File: src/rtl/core/dme_pkg.sv
// Shared types, constants and hash step function for the minimizer extractor.
`timescale 1ns / 1ps

package dme_pkg;

	localparam int KMER_BITS_DEF  = 38;
	localparam int WINDOW_LEN_DEF = 16;
	localparam int HASH_W         = 64;
	localparam int MIN_HASH_W     = 38;
	localparam int COUNT_W        = 32;
	localparam int BASE_W         = 8;

	// complement of a 2-bit base code
	localparam logic [1:0] COMP_XOR = 2'b10;

	// mix shift amounts
	localparam int SH_A_ADD = 21;
	localparam int SH_A_XOR = 24;
	localparam int SH_B_LO  = 3;
	localparam int SH_B_HI  = 8;
	localparam int SH_B_XOR = 14;
	localparam int SH_C_LO  = 2;
	localparam int SH_C_HI  = 4;
	localparam int SH_C_XOR = 28;
	localparam int SH_D_ADD = 31;

	typedef struct packed {
		logic [BASE_W-1:0] base;
		logic              last_base;
	} in_word_t;

	typedef struct packed {
		logic [MIN_HASH_W-1:0] minimizer_hash;
		logic                  has_minimizer;
		logic                  sequence_end;
		logic [COUNT_W-1:0]    minimizer_count;
	} out_word_t;

	typedef enum logic [2:0] {
		ST_IDLE,
		ST_CANON,
		ST_MIX,
		ST_WRITE,
		ST_SCAN,
		ST_DECIDE
	} state_t;

	// each mix step is one add chain followed by its xor-shift, except MIX_D, which is the add chain alone
	typedef enum logic [1:0] {
		MIX_A,
		MIX_B,
		MIX_C,
		MIX_D
	} mix_step_t;

	typedef struct packed {
		logic      accept;
		logic      hash_load;
		logic      mix_en;
		mix_step_t mix_step;
		logic      win_write;
		logic      scan_en;
		logic      commit;
	} dp_cmd_t;

	typedef struct packed {
		logic kmer_full;
		logic win_fill;
		logic scan_last;
		logic need_result;
		logic out_busy;
	} dp_status_t;

	function automatic logic [HASH_W-1:0] mix_step(input logic [HASH_W-1:0] k,
			input mix_step_t step);
		logic [HASH_W-1:0] t;
		logic [HASH_W-1:0] r;
		t = '0;
		r = '0;
		case (step)
			MIX_A: begin
				t = ~k + (k << SH_A_ADD);
				r = t ^ (t >> SH_A_XOR);
			end
			MIX_B: begin
				t = k + (k << SH_B_LO) + (k << SH_B_HI);
				r = t ^ (t >> SH_B_XOR);
			end
			MIX_C: begin
				t = k + (k << SH_C_LO) + (k << SH_C_HI);
				r = t ^ (t >> SH_C_XOR);
			end
			MIX_D: begin
				r = k + (k << SH_D_ADD);
			end
			default: begin
				r = k;
			end
		endcase
		return r;
	endfunction

endpackage

File: src/rtl/core/dme_ctrl.sv
// Sequencing state machine for the minimizer extractor.
`timescale 1ns / 1ps

module dme_ctrl (
	input  logic                clk,
	input  logic                arst_n,
	input  logic                base_valid,
	output logic                base_stall,
	input  dme_pkg::dp_status_t status,
	output dme_pkg::dp_cmd_t    cmd
);
	import dme_pkg::*;

	state_t    state_q, state_d;
	mix_step_t step_q, step_d;

	always_ff @(posedge clk or negedge arst_n) begin
		if (!arst_n) begin
			state_q <= ST_IDLE;
			step_q  <= MIX_A;
		end else begin
			state_q <= state_d;
			step_q  <= step_d;
		end
	end

	always_comb begin
		state_d      = state_q;
		step_d       = step_q;
		cmd          = '0;
		cmd.mix_step = step_q;
		base_stall   = 1'b1;
		case (state_q)
			ST_IDLE: begin
				base_stall = 1'b0;
				if (base_valid) begin
					cmd.accept = 1'b1;
					state_d    = ST_CANON;
				end
			end
			ST_CANON: begin
				if (status.kmer_full) begin
					cmd.hash_load = 1'b1;
					step_d        = MIX_A;
					state_d       = ST_MIX;
				end else begin
					state_d = ST_DECIDE;
				end
			end
			ST_MIX: begin
				cmd.mix_en = 1'b1;
				case (step_q)
					MIX_A:   step_d = MIX_B;
					MIX_B:   step_d = MIX_C;
					MIX_C:   step_d = MIX_D;
					default: begin
						step_d  = MIX_A;
						state_d = ST_WRITE;
					end
				endcase
			end
			ST_WRITE: begin
				cmd.win_write = 1'b1;
				state_d       = status.win_fill ? ST_SCAN : ST_DECIDE;
			end
			ST_SCAN: begin
				cmd.scan_en = 1'b1;
				if (status.scan_last) begin
					state_d = ST_DECIDE;
				end
			end
			ST_DECIDE: begin
				// hold while a result is needed and the output word is still stalled
				if (!status.need_result || !status.out_busy) begin
					cmd.commit = 1'b1;
					state_d    = ST_IDLE;
				end
			end
			default: begin
				state_d = ST_IDLE;
			end
		endcase
	end

endmodule

File: src/rtl/core/dme_datapath.sv
// K-mer registers, hash unit, hash window, minimum scan and output register.
`timescale 1ns / 1ps

module dme_datapath #(
	parameter int KMER_BITS  = dme_pkg::KMER_BITS_DEF,
	parameter int WINDOW_LEN = dme_pkg::WINDOW_LEN_DEF
) (
	input  logic                clk,
	input  logic                arst_n,
	input  dme_pkg::in_word_t   base_word,
	input  logic                min_stall,
	output logic                min_valid,
	output dme_pkg::out_word_t  min_word,
	input  dme_pkg::dp_cmd_t    cmd,
	output dme_pkg::dp_status_t status
);
	import dme_pkg::*;

	localparam int KMER_BASES = KMER_BITS / 2;
	localparam int BS_W       = $clog2(KMER_BASES + 1);
	localparam int HS_W       = $clog2(WINDOW_LEN + 1);
	localparam int PTR_W      = $clog2(WINDOW_LEN);

	logic [KMER_BITS-1:0] fwd_q, rev_q;
	logic [BS_W-1:0]      bases_q;
	logic                 last_q;
	logic [HASH_W-1:0]    hash_q;
	logic [KMER_BITS-1:0] win_mem [WINDOW_LEN];
	logic [PTR_W-1:0]     wptr_q;
	logic [HS_W-1:0]      hashes_q;
	logic [PTR_W-1:0]     scan_q;
	logic [KMER_BITS-1:0] min_q;
	logic                 min_ok_q;
	logic [KMER_BITS-1:0] last_em_q;
	logic                 any_q;
	logic [COUNT_W-1:0]   count_q;
	logic                 out_valid_q;
	out_word_t            out_word_q;

	logic [1:0]           code;
	logic [KMER_BITS-1:0] canon;
	logic                 scan_last;
	logic                 emit;
	logic [COUNT_W-1:0]   count_next;
	logic [HASH_W-1:0]    min_ext;

	assign code      = base_word.base[2:1];
	assign canon     = (fwd_q < rev_q) ? fwd_q : rev_q;
	assign scan_last = (scan_q == PTR_W'(WINDOW_LEN - 1));
	assign emit      = min_ok_q && (!any_q || (min_q != last_em_q));
	assign count_next = (emit && (count_q != '1)) ? count_q + COUNT_W'(1) : count_q;
	assign min_ext   = HASH_W'(min_q);

	assign status.kmer_full   = (bases_q == BS_W'(KMER_BASES));
	assign status.win_fill    = (hashes_q >= HS_W'(WINDOW_LEN - 1));
	assign status.scan_last   = scan_last;
	assign status.need_result = emit || last_q;
	assign status.out_busy    = out_valid_q && min_stall;

	assign min_valid = out_valid_q;
	assign min_word  = out_word_q;

	// k-mer shift registers and sequence bookkeeping
	always_ff @(posedge clk or negedge arst_n) begin
		if (!arst_n) begin
			fwd_q     <= '0;
			rev_q     <= '0;
			bases_q   <= '0;
			last_q    <= 1'b0;
			wptr_q    <= '0;
			hashes_q  <= '0;
			last_em_q <= '0;
			any_q     <= 1'b0;
			count_q   <= '0;
		end else begin
			if (cmd.accept) begin
				fwd_q  <= {fwd_q[KMER_BITS-3:0], code};
				rev_q  <= {code ^ COMP_XOR, rev_q[KMER_BITS-1:2]};
				last_q <= base_word.last_base;
				if (bases_q != BS_W'(KMER_BASES)) begin
					bases_q <= bases_q + BS_W'(1);
				end
			end
			if (cmd.win_write) begin
				wptr_q <= (wptr_q == PTR_W'(WINDOW_LEN - 1)) ? '0 : wptr_q + PTR_W'(1);
				if (hashes_q != HS_W'(WINDOW_LEN)) begin
					hashes_q <= hashes_q + HS_W'(1);
				end
			end
			if (cmd.commit) begin
				if (last_q) begin
					fwd_q     <= '0;
					rev_q     <= '0;
					bases_q   <= '0;
					wptr_q    <= '0;
					hashes_q  <= '0;
					last_em_q <= '0;
					any_q     <= 1'b0;
					count_q   <= '0;
				end else if (emit) begin
					last_em_q <= min_q;
					any_q     <= 1'b1;
					count_q   <= count_next;
				end
			end
		end
	end

	// hash register: load canonical k-mer, then one mix step per cycle
	always_ff @(posedge clk) begin
		if (cmd.hash_load) begin
			hash_q <= HASH_W'(canon);
		end else if (cmd.mix_en) begin
			hash_q <= mix_step(hash_q, cmd.mix_step);
		end
	end

	always_ff @(posedge clk) begin
		if (cmd.win_write) begin
			win_mem[wptr_q] <= hash_q[KMER_BITS-1:0];
		end
	end

	// window minimum, one entry per cycle
	always_ff @(posedge clk or negedge arst_n) begin
		if (!arst_n) begin
			scan_q   <= '0;
			min_ok_q <= 1'b0;
		end else begin
			if (cmd.accept) begin
				scan_q   <= '0;
				min_ok_q <= 1'b0;
			end else if (cmd.scan_en) begin
				scan_q <= scan_last ? '0 : scan_q + PTR_W'(1);
				if (scan_last) begin
					min_ok_q <= 1'b1;
				end
			end
		end
	end

	always_ff @(posedge clk) begin
		if (cmd.scan_en) begin
			if ((scan_q == '0) || (win_mem[scan_q] < min_q)) begin
				min_q <= win_mem[scan_q];
			end
		end
	end

	// output word register
	always_ff @(posedge clk or negedge arst_n) begin
		if (!arst_n) begin
			out_valid_q <= 1'b0;
		end else if (cmd.commit && (emit || last_q)) begin
			out_valid_q <= 1'b1;
		end else if (!min_stall) begin
			out_valid_q <= 1'b0;
		end
	end

	always_ff @(posedge clk) begin
		if (cmd.commit && (emit || last_q)) begin
			out_word_q.minimizer_hash  <= emit ? min_ext[MIN_HASH_W-1:0] : '0;
			out_word_q.has_minimizer   <= emit;
			out_word_q.sequence_end    <= last_q;
			out_word_q.minimizer_count <= count_next;
		end
	end

endmodule

File: src/rtl/core/dna_minimizer_extractor.sv
// Top level of the canonical k-mer minimizer extractor: controller plus datapath.
// Sequence: a base is accepted in IDLE, then passes CANON, the mix steps, WRITE, the window
// scan and DECIDE; before the k-mer fills it skips the hash and write, before the window fills the scan.
// One base is processed at a time: the next is accepted only after DECIDE commits, which it
// does while a finished word waits on min_stall unless the new base needs a result word too.
// Reset: arst_n clears k-mers, counters and valid flags; the hash window is not cleared.
`timescale 1ns / 1ps

module dna_minimizer_extractor #(
	parameter int KMER_BITS  = dme_pkg::KMER_BITS_DEF,
	parameter int WINDOW_LEN = dme_pkg::WINDOW_LEN_DEF
) (
	input  logic               clk,
	input  logic               arst_n,
	input  logic               base_valid,
	output logic               base_stall,
	input  dme_pkg::in_word_t  base_word,
	output logic               min_valid,
	input  logic               min_stall,
	output dme_pkg::out_word_t min_word
);
	import dme_pkg::*;

	// Command and status between the sequencer and the datapath. The sequencer walks
	// IDLE -> CANON -> MIX (4 steps) -> WRITE -> SCAN (WINDOW_LEN entries) -> DECIDE,
	// skipping the hash when the k-mer is not yet full and the scan when the window
	// is not yet full.
	dp_cmd_t    cmd;
	dp_status_t status;

	dme_ctrl u_ctrl (
		.clk        (clk),
		.arst_n     (arst_n),
		.base_valid (base_valid),
		.base_stall (base_stall),
		.status     (status),
		.cmd        (cmd)
	);

	// Datapath holds the k-mers, the window store, the running minimum and the
	// output word register; a closing base clears the sequence state on commit.
	dme_datapath #(
		.KMER_BITS  (KMER_BITS),
		.WINDOW_LEN (WINDOW_LEN)
	) u_datapath (
		.clk       (clk),
		.arst_n    (arst_n),
		.base_word (base_word),
		.min_stall (min_stall),
		.min_valid (min_valid),
		.min_word  (min_word),
		.cmd       (cmd),
		.status    (status)
	);

endmodule

File: config.mk
export PLATFORM = sky130hd
export DESIGN_NAME = dna_minimizer_extractor
export DESIGN_NICKNAME = d
export VERILOG_FILES = /design/src/rtl/core/dme_pkg.sv /design/src/rtl/core/dme_ctrl.sv /design/src/rtl/core/dme_datapath.sv /design/src/rtl/core/dna_minimizer_extractor.sv
export SDC_FILE = /design/constraint.sdc
export NUM_CORES = 2
export LEC_CHECK = 0
export ABC_AREA = 1
export BUFFER_PORTS_ARGS = -buffer_cell sky130_fd_sc_hd__buf_2
export CORE_MARGIN = 3
export CORE_UTILIZATION = 60
export DETAILED_ROUTE_END_ITERATION = 8
export GPL_TIMING_DRIVEN = 0
export PLACE_DENSITY_LB_ADDON = 0.12
export SYNTH_ARGS = -nofsm -noshare
export SYNTH_HDL_FRONTEND = slang
export SYNTH_HIERARCHICAL = 1
export SYNTH_SLANG_ARGS = --single-unit
File: constraint.sdc
create_clock -name clk -period 5.7 [get_ports clk]
set_clock_uncertainty 0.05 [all_clocks]
set_input_delay 0.285 -clock clk [delete_from_list [all_inputs] [get_ports clk]]
set_output_delay 0.285 -clock clk [all_outputs]
set_load 0.1 [all_outputs]
==> impl_metrics.py <==
metrics = {
    "clocking": {
        "cts-buffers-inserted": 95,
        "cts_buffer_depth": 3,
        "clock-root-buffer": "clkbuf_16",
        "worst_skew_pair.late_latency_ns": 0.72,
        "tritoncts": "done",
        "clock_sinks": 955,
        "clk_pin_slew_ns": 0.06,
        "htree_levels": 3,
    },
    "grt": {
        "grt_pass1_wl_mm": 349,
        "antenna_found_initial": 6,
        "grt_max_degree": 101,
        "grt.total_usage_pct": 44.2,
        "globalRouteOverflowTotal": 0,
        "grt_pass1_vias": 55100,
    },
    "yosys": {
        "synth_edf_count": 756,
        "synth.cell_area_um2": 61600,
        "ys.flop_type": "edfxtp_1",
        "ys_ff_latch": 955,
        "synth-async-reset-ratio_pct": 18.1,
        "synth.avg_cell_area_um2": 8.01,
        "yosysWarnings": 6,
        "yosysSeqAreaShare_pct": 44.7,
        "syn_nets": 8116,
        "netlist_instances": 7697,
        "ys_types": 59,
    },
    "final_layout": {
        "areaGrowthSynthToFinish_pct": 12.5,
        "drive_above_1_share_pct": 5.62,
        "nFillCells": 8078,
        "final_common_cell": "nand2_1",
        "fin_util_pct": 68.6,
        "postLayoutCellArea_um2": 69300,
        "nets": 8388,
        "layout_common_cells": "2123 x nand2_1, 1053 x inv_1, 812 x nor2_1, 756 x edfxtp_1, 567 x o21ai_0",
    },
    "pwr": {
        "leakagePower_nw": 30.5,
        "power.density_nw_per_um2": 360,
        "vdd_ir_drop_max_uv": 384,
    },
    "placement": {
        "portBuffers": 80,
        "place.gp.congestion": 1.11,
        "place_area_um2": 66000,
        "pre_cts_slack_ns": -0.271,
        "hpwlAfterDp_mm": 185,
    },
    "sta": {
        "post-route-period-util_pct": 99.1,
        "slew_headroom_pct": 6.40,
        "hold_viol_final": 0,
        "period_minus_slack_ns": 5.65,
        "fmaxAchievable_mhz": 177,
        "whs_ns": 0.109,
        "setup_viol": 0,
        "final_max_slew_viol_count": 0,
        "finalWorstSetupSlack_ns": 0.0512,
        "worst_pin_slew_ns": 1.40,
    },
    "worst_setup_path": {
        "endpoint_kind": "flip-flop",
        "crit_slowest_cell": "o211ai_1",
        "worstPathArrival_ns": 6.05,
        "crit_chain": "buf_2, inv_2, buf_2, buf_2, clkbuf_1, nor2_1, o22ai_1, o211ai_1, nand3_1, ha_1, nand2_1, nor4b_1, and3_1, nand2_1, nand2_1, a21oi_4, buf_12",
        "critPathMaxFanout": 26,
        "crit_family": "simple AND/OR/NAND/NOR gates",
        "cp_num_buf_inv": 6,
        "setup.worst_path.class": "reg2reg",
        "cp-start-kind": "flip-flop",
        "slowest_delay_ns": 1.09,
        "required_ns": 6.10,
    },
    "die": {
        "fp.coreArea_um2": 101000,
        "die_y_um": 327,
        "initial_core_util_pct": 61.0,
        "die-area_um2": 107000,
        "rows": 116,
        "dieWidth_um": 327,
        "ioPinCount": 87,
    },
    "drt": {
        "via_count": 57900,
        "drc": 0,
        "via_per_inst": 6.15,
        "firstDrtPassIters": 9,
        "wl_mm": 240,
        "wl_per_cell_um": 25.5,
        "drt-initial-drc-count": 8154,
        "ant_nets": 0,
    },
    "outcome": {
        "status": "complete, no violations",
    },
    "worst_hold_path": {
        "hp-class": "in2async",
    },
    "flow_run": {
        "drv_cap": 0,
    },
}
[sequential cells by signal, indices dropped and copies added, names as in the netlist]
name,count
u_datapath/win_mem,608
u_datapath/min_word,72
u_datapath/hash_q,64
u_datapath/fwd_q,38
u_datapath/last_em_q,38
u_datapath/min_q,38
u_datapath/rev_q,38
u_datapath/count_q,32
u_datapath/bases_q,5
u_datapath/hashes_q,5
u_datapath/scan_q,4
u_datapath/wptr_q,4
u_ctrl/state_q,3
u_ctrl/step_q,2
u_datapath/any_q,1
u_datapath/last_q,1
u_datapath/min_ok_q,1
u_datapath/min_valid,1
[path summary, 6_finish.rpt]
check | start | endpoint | slack [ns] | depth (start not counted)
worst max-delay path | u_datapath/scan_q[0] | u_datapath/min_q[4] | 0.05 | 17
worst min-delay path | arst_n | u_datapath/last_em_q[3] | 0.11 | 2
worst max register to register | u_datapath/scan_q[0] | u_datapath/min_q[4] | 0.05 | 17
worst min register to register | u_datapath/last_q | u_datapath/min_word[32] | 0.44 | 0
max in group asynchronous | arst_n | u_datapath/fwd_q[33] | 4.48 | 3
min in group clk | base_word[0] | u_datapath/last_q | 0.27 | 4
[cells by family after synthesis]
family	count (synthesis)	share of synthesized area, %
AO/OA/AOI/OAI	1210	10.9
XOR/XNOR	152	2.23
adder cells (fa/ha/maj)	406	9.68
buffers and inverters	1289	8.00
flip-flops	955	44.7
AND/OR/NAND/NOR	3685	24.5
[area by class of cell]
| cell class | count | area, µm² | area share [%] |
|---|---|---|---|
| Antenna cell | 2 | 5.00 | 0.00722 |
| Timing Repair Buffer | 176 | 2620 | 3.78 |
| Multi-Input combinational cell | 5453 | 29300 | 42.3 |
| Buffer | 219 | 927 | 1.34 |
| Sequential cell | 955 | 27600 | 39.7 |
| Clock buffer | 128 | 2580 | 3.72 |
| Tap cell | 1357 | 1700 | 2.45 |
| Clock inverter | 48 | 632 | 0.911 |
| Inverter | 1069 | 4010 | 5.79 |
[synthesized netlist by cell type, types with 4 or more instances]
library cell | n | area (µm²)
a21boi_0 | 4 | 30.0
a21o_1 | 4 | 30.0
a21oi_1 | 321 | 1610
and2_1 | 10 | 62.6
buf_1 | 14 | 52.6
buf_2 | 36 | 180
buf_4 | 7 | 52.6
clkbuf_1 | 160 | 601
dfrtp_1 | 173 | 4330
dfxtp_1 | 26 | 521
edfxtp_1 | 756 | 22700
fa_1 | 118 | 2360
ha_1 | 288 | 3600
inv_1 | 1053 | 3950
inv_2 | 13 | 48.8
nand2_1 | 2123 | 7970
nand2_2 | 14 | 87.6
nand3_1 | 471 | 2360
nand3_2 | 5 | 50.1
nand3b_1 | 41 | 308
nand4_1 | 51 | 319
nor2_1 | 827 | 3100
nor2_2 | 10 | 62.6
nor3_1 | 79 | 395
nor4_1 | 16 | 100
o2111ai_1 | 8 | 70.1
o211ai_1 | 27 | 203
o21a_1 | 6 | 45.0
o21ai_0 | 568 | 2840
o21ai_1 | 24 | 120
o21bai_1 | 35 | 263
o221ai_1 | 62 | 543
o22ai_1 | 138 | 863
or2_1 | 11 | 68.8
or2_2 | 11 | 68.8
xnor2_1 | 34 | 298
xor2_1 | 113 | 990
xor2_2 | 4 | 65.1
[metrics by stage]
step / total power, W / instances / TNS [ns]
after floorplan: 0.0149 / 7697 / 0
after global placement: 0.0177 / 9134 / -130.25
after detailed placement: 0.0181 / 9220 / -7.68
after CTS: 0.0246 / 9401 / 0
after global routing: 0.0259 / 9406 / -2.24
final: 0.0250 / 9407 / 0
[power breakdown]
group | total (W) | internal [W] | leakage (nW) | switching [W]
clock | 0.00643 | 0.00363 | 1.55 | 0.00280
sequential | 0.00899 | 0.00847 | 8.73 | 0.000526
combinational | 0.00956 | 0.00231 | 20.2 | 0.00724
total | 0.0250 | 0.0144 | 30.5 | 0.0106
[repair_timing]
item,4_1_cts,5_1_grt
cloned,0,0
endpoints found under the setup margin,38,38
hold endpoints to repair,80,0
resized for setup,6,2
setup buffers,0,4
hold buffers,6,0
pin swaps,0,3
[layer usage]
metal  share of wire, %  wire length, µm  track usage [%]
met1                 35            84400             54.1
met2                 44           106000             68.7
met3                 11            26100             8.81
met4                 10            24000             34.8
met5              0.011               27                0
Note: power is estimated with default switching activity, not from simulation.
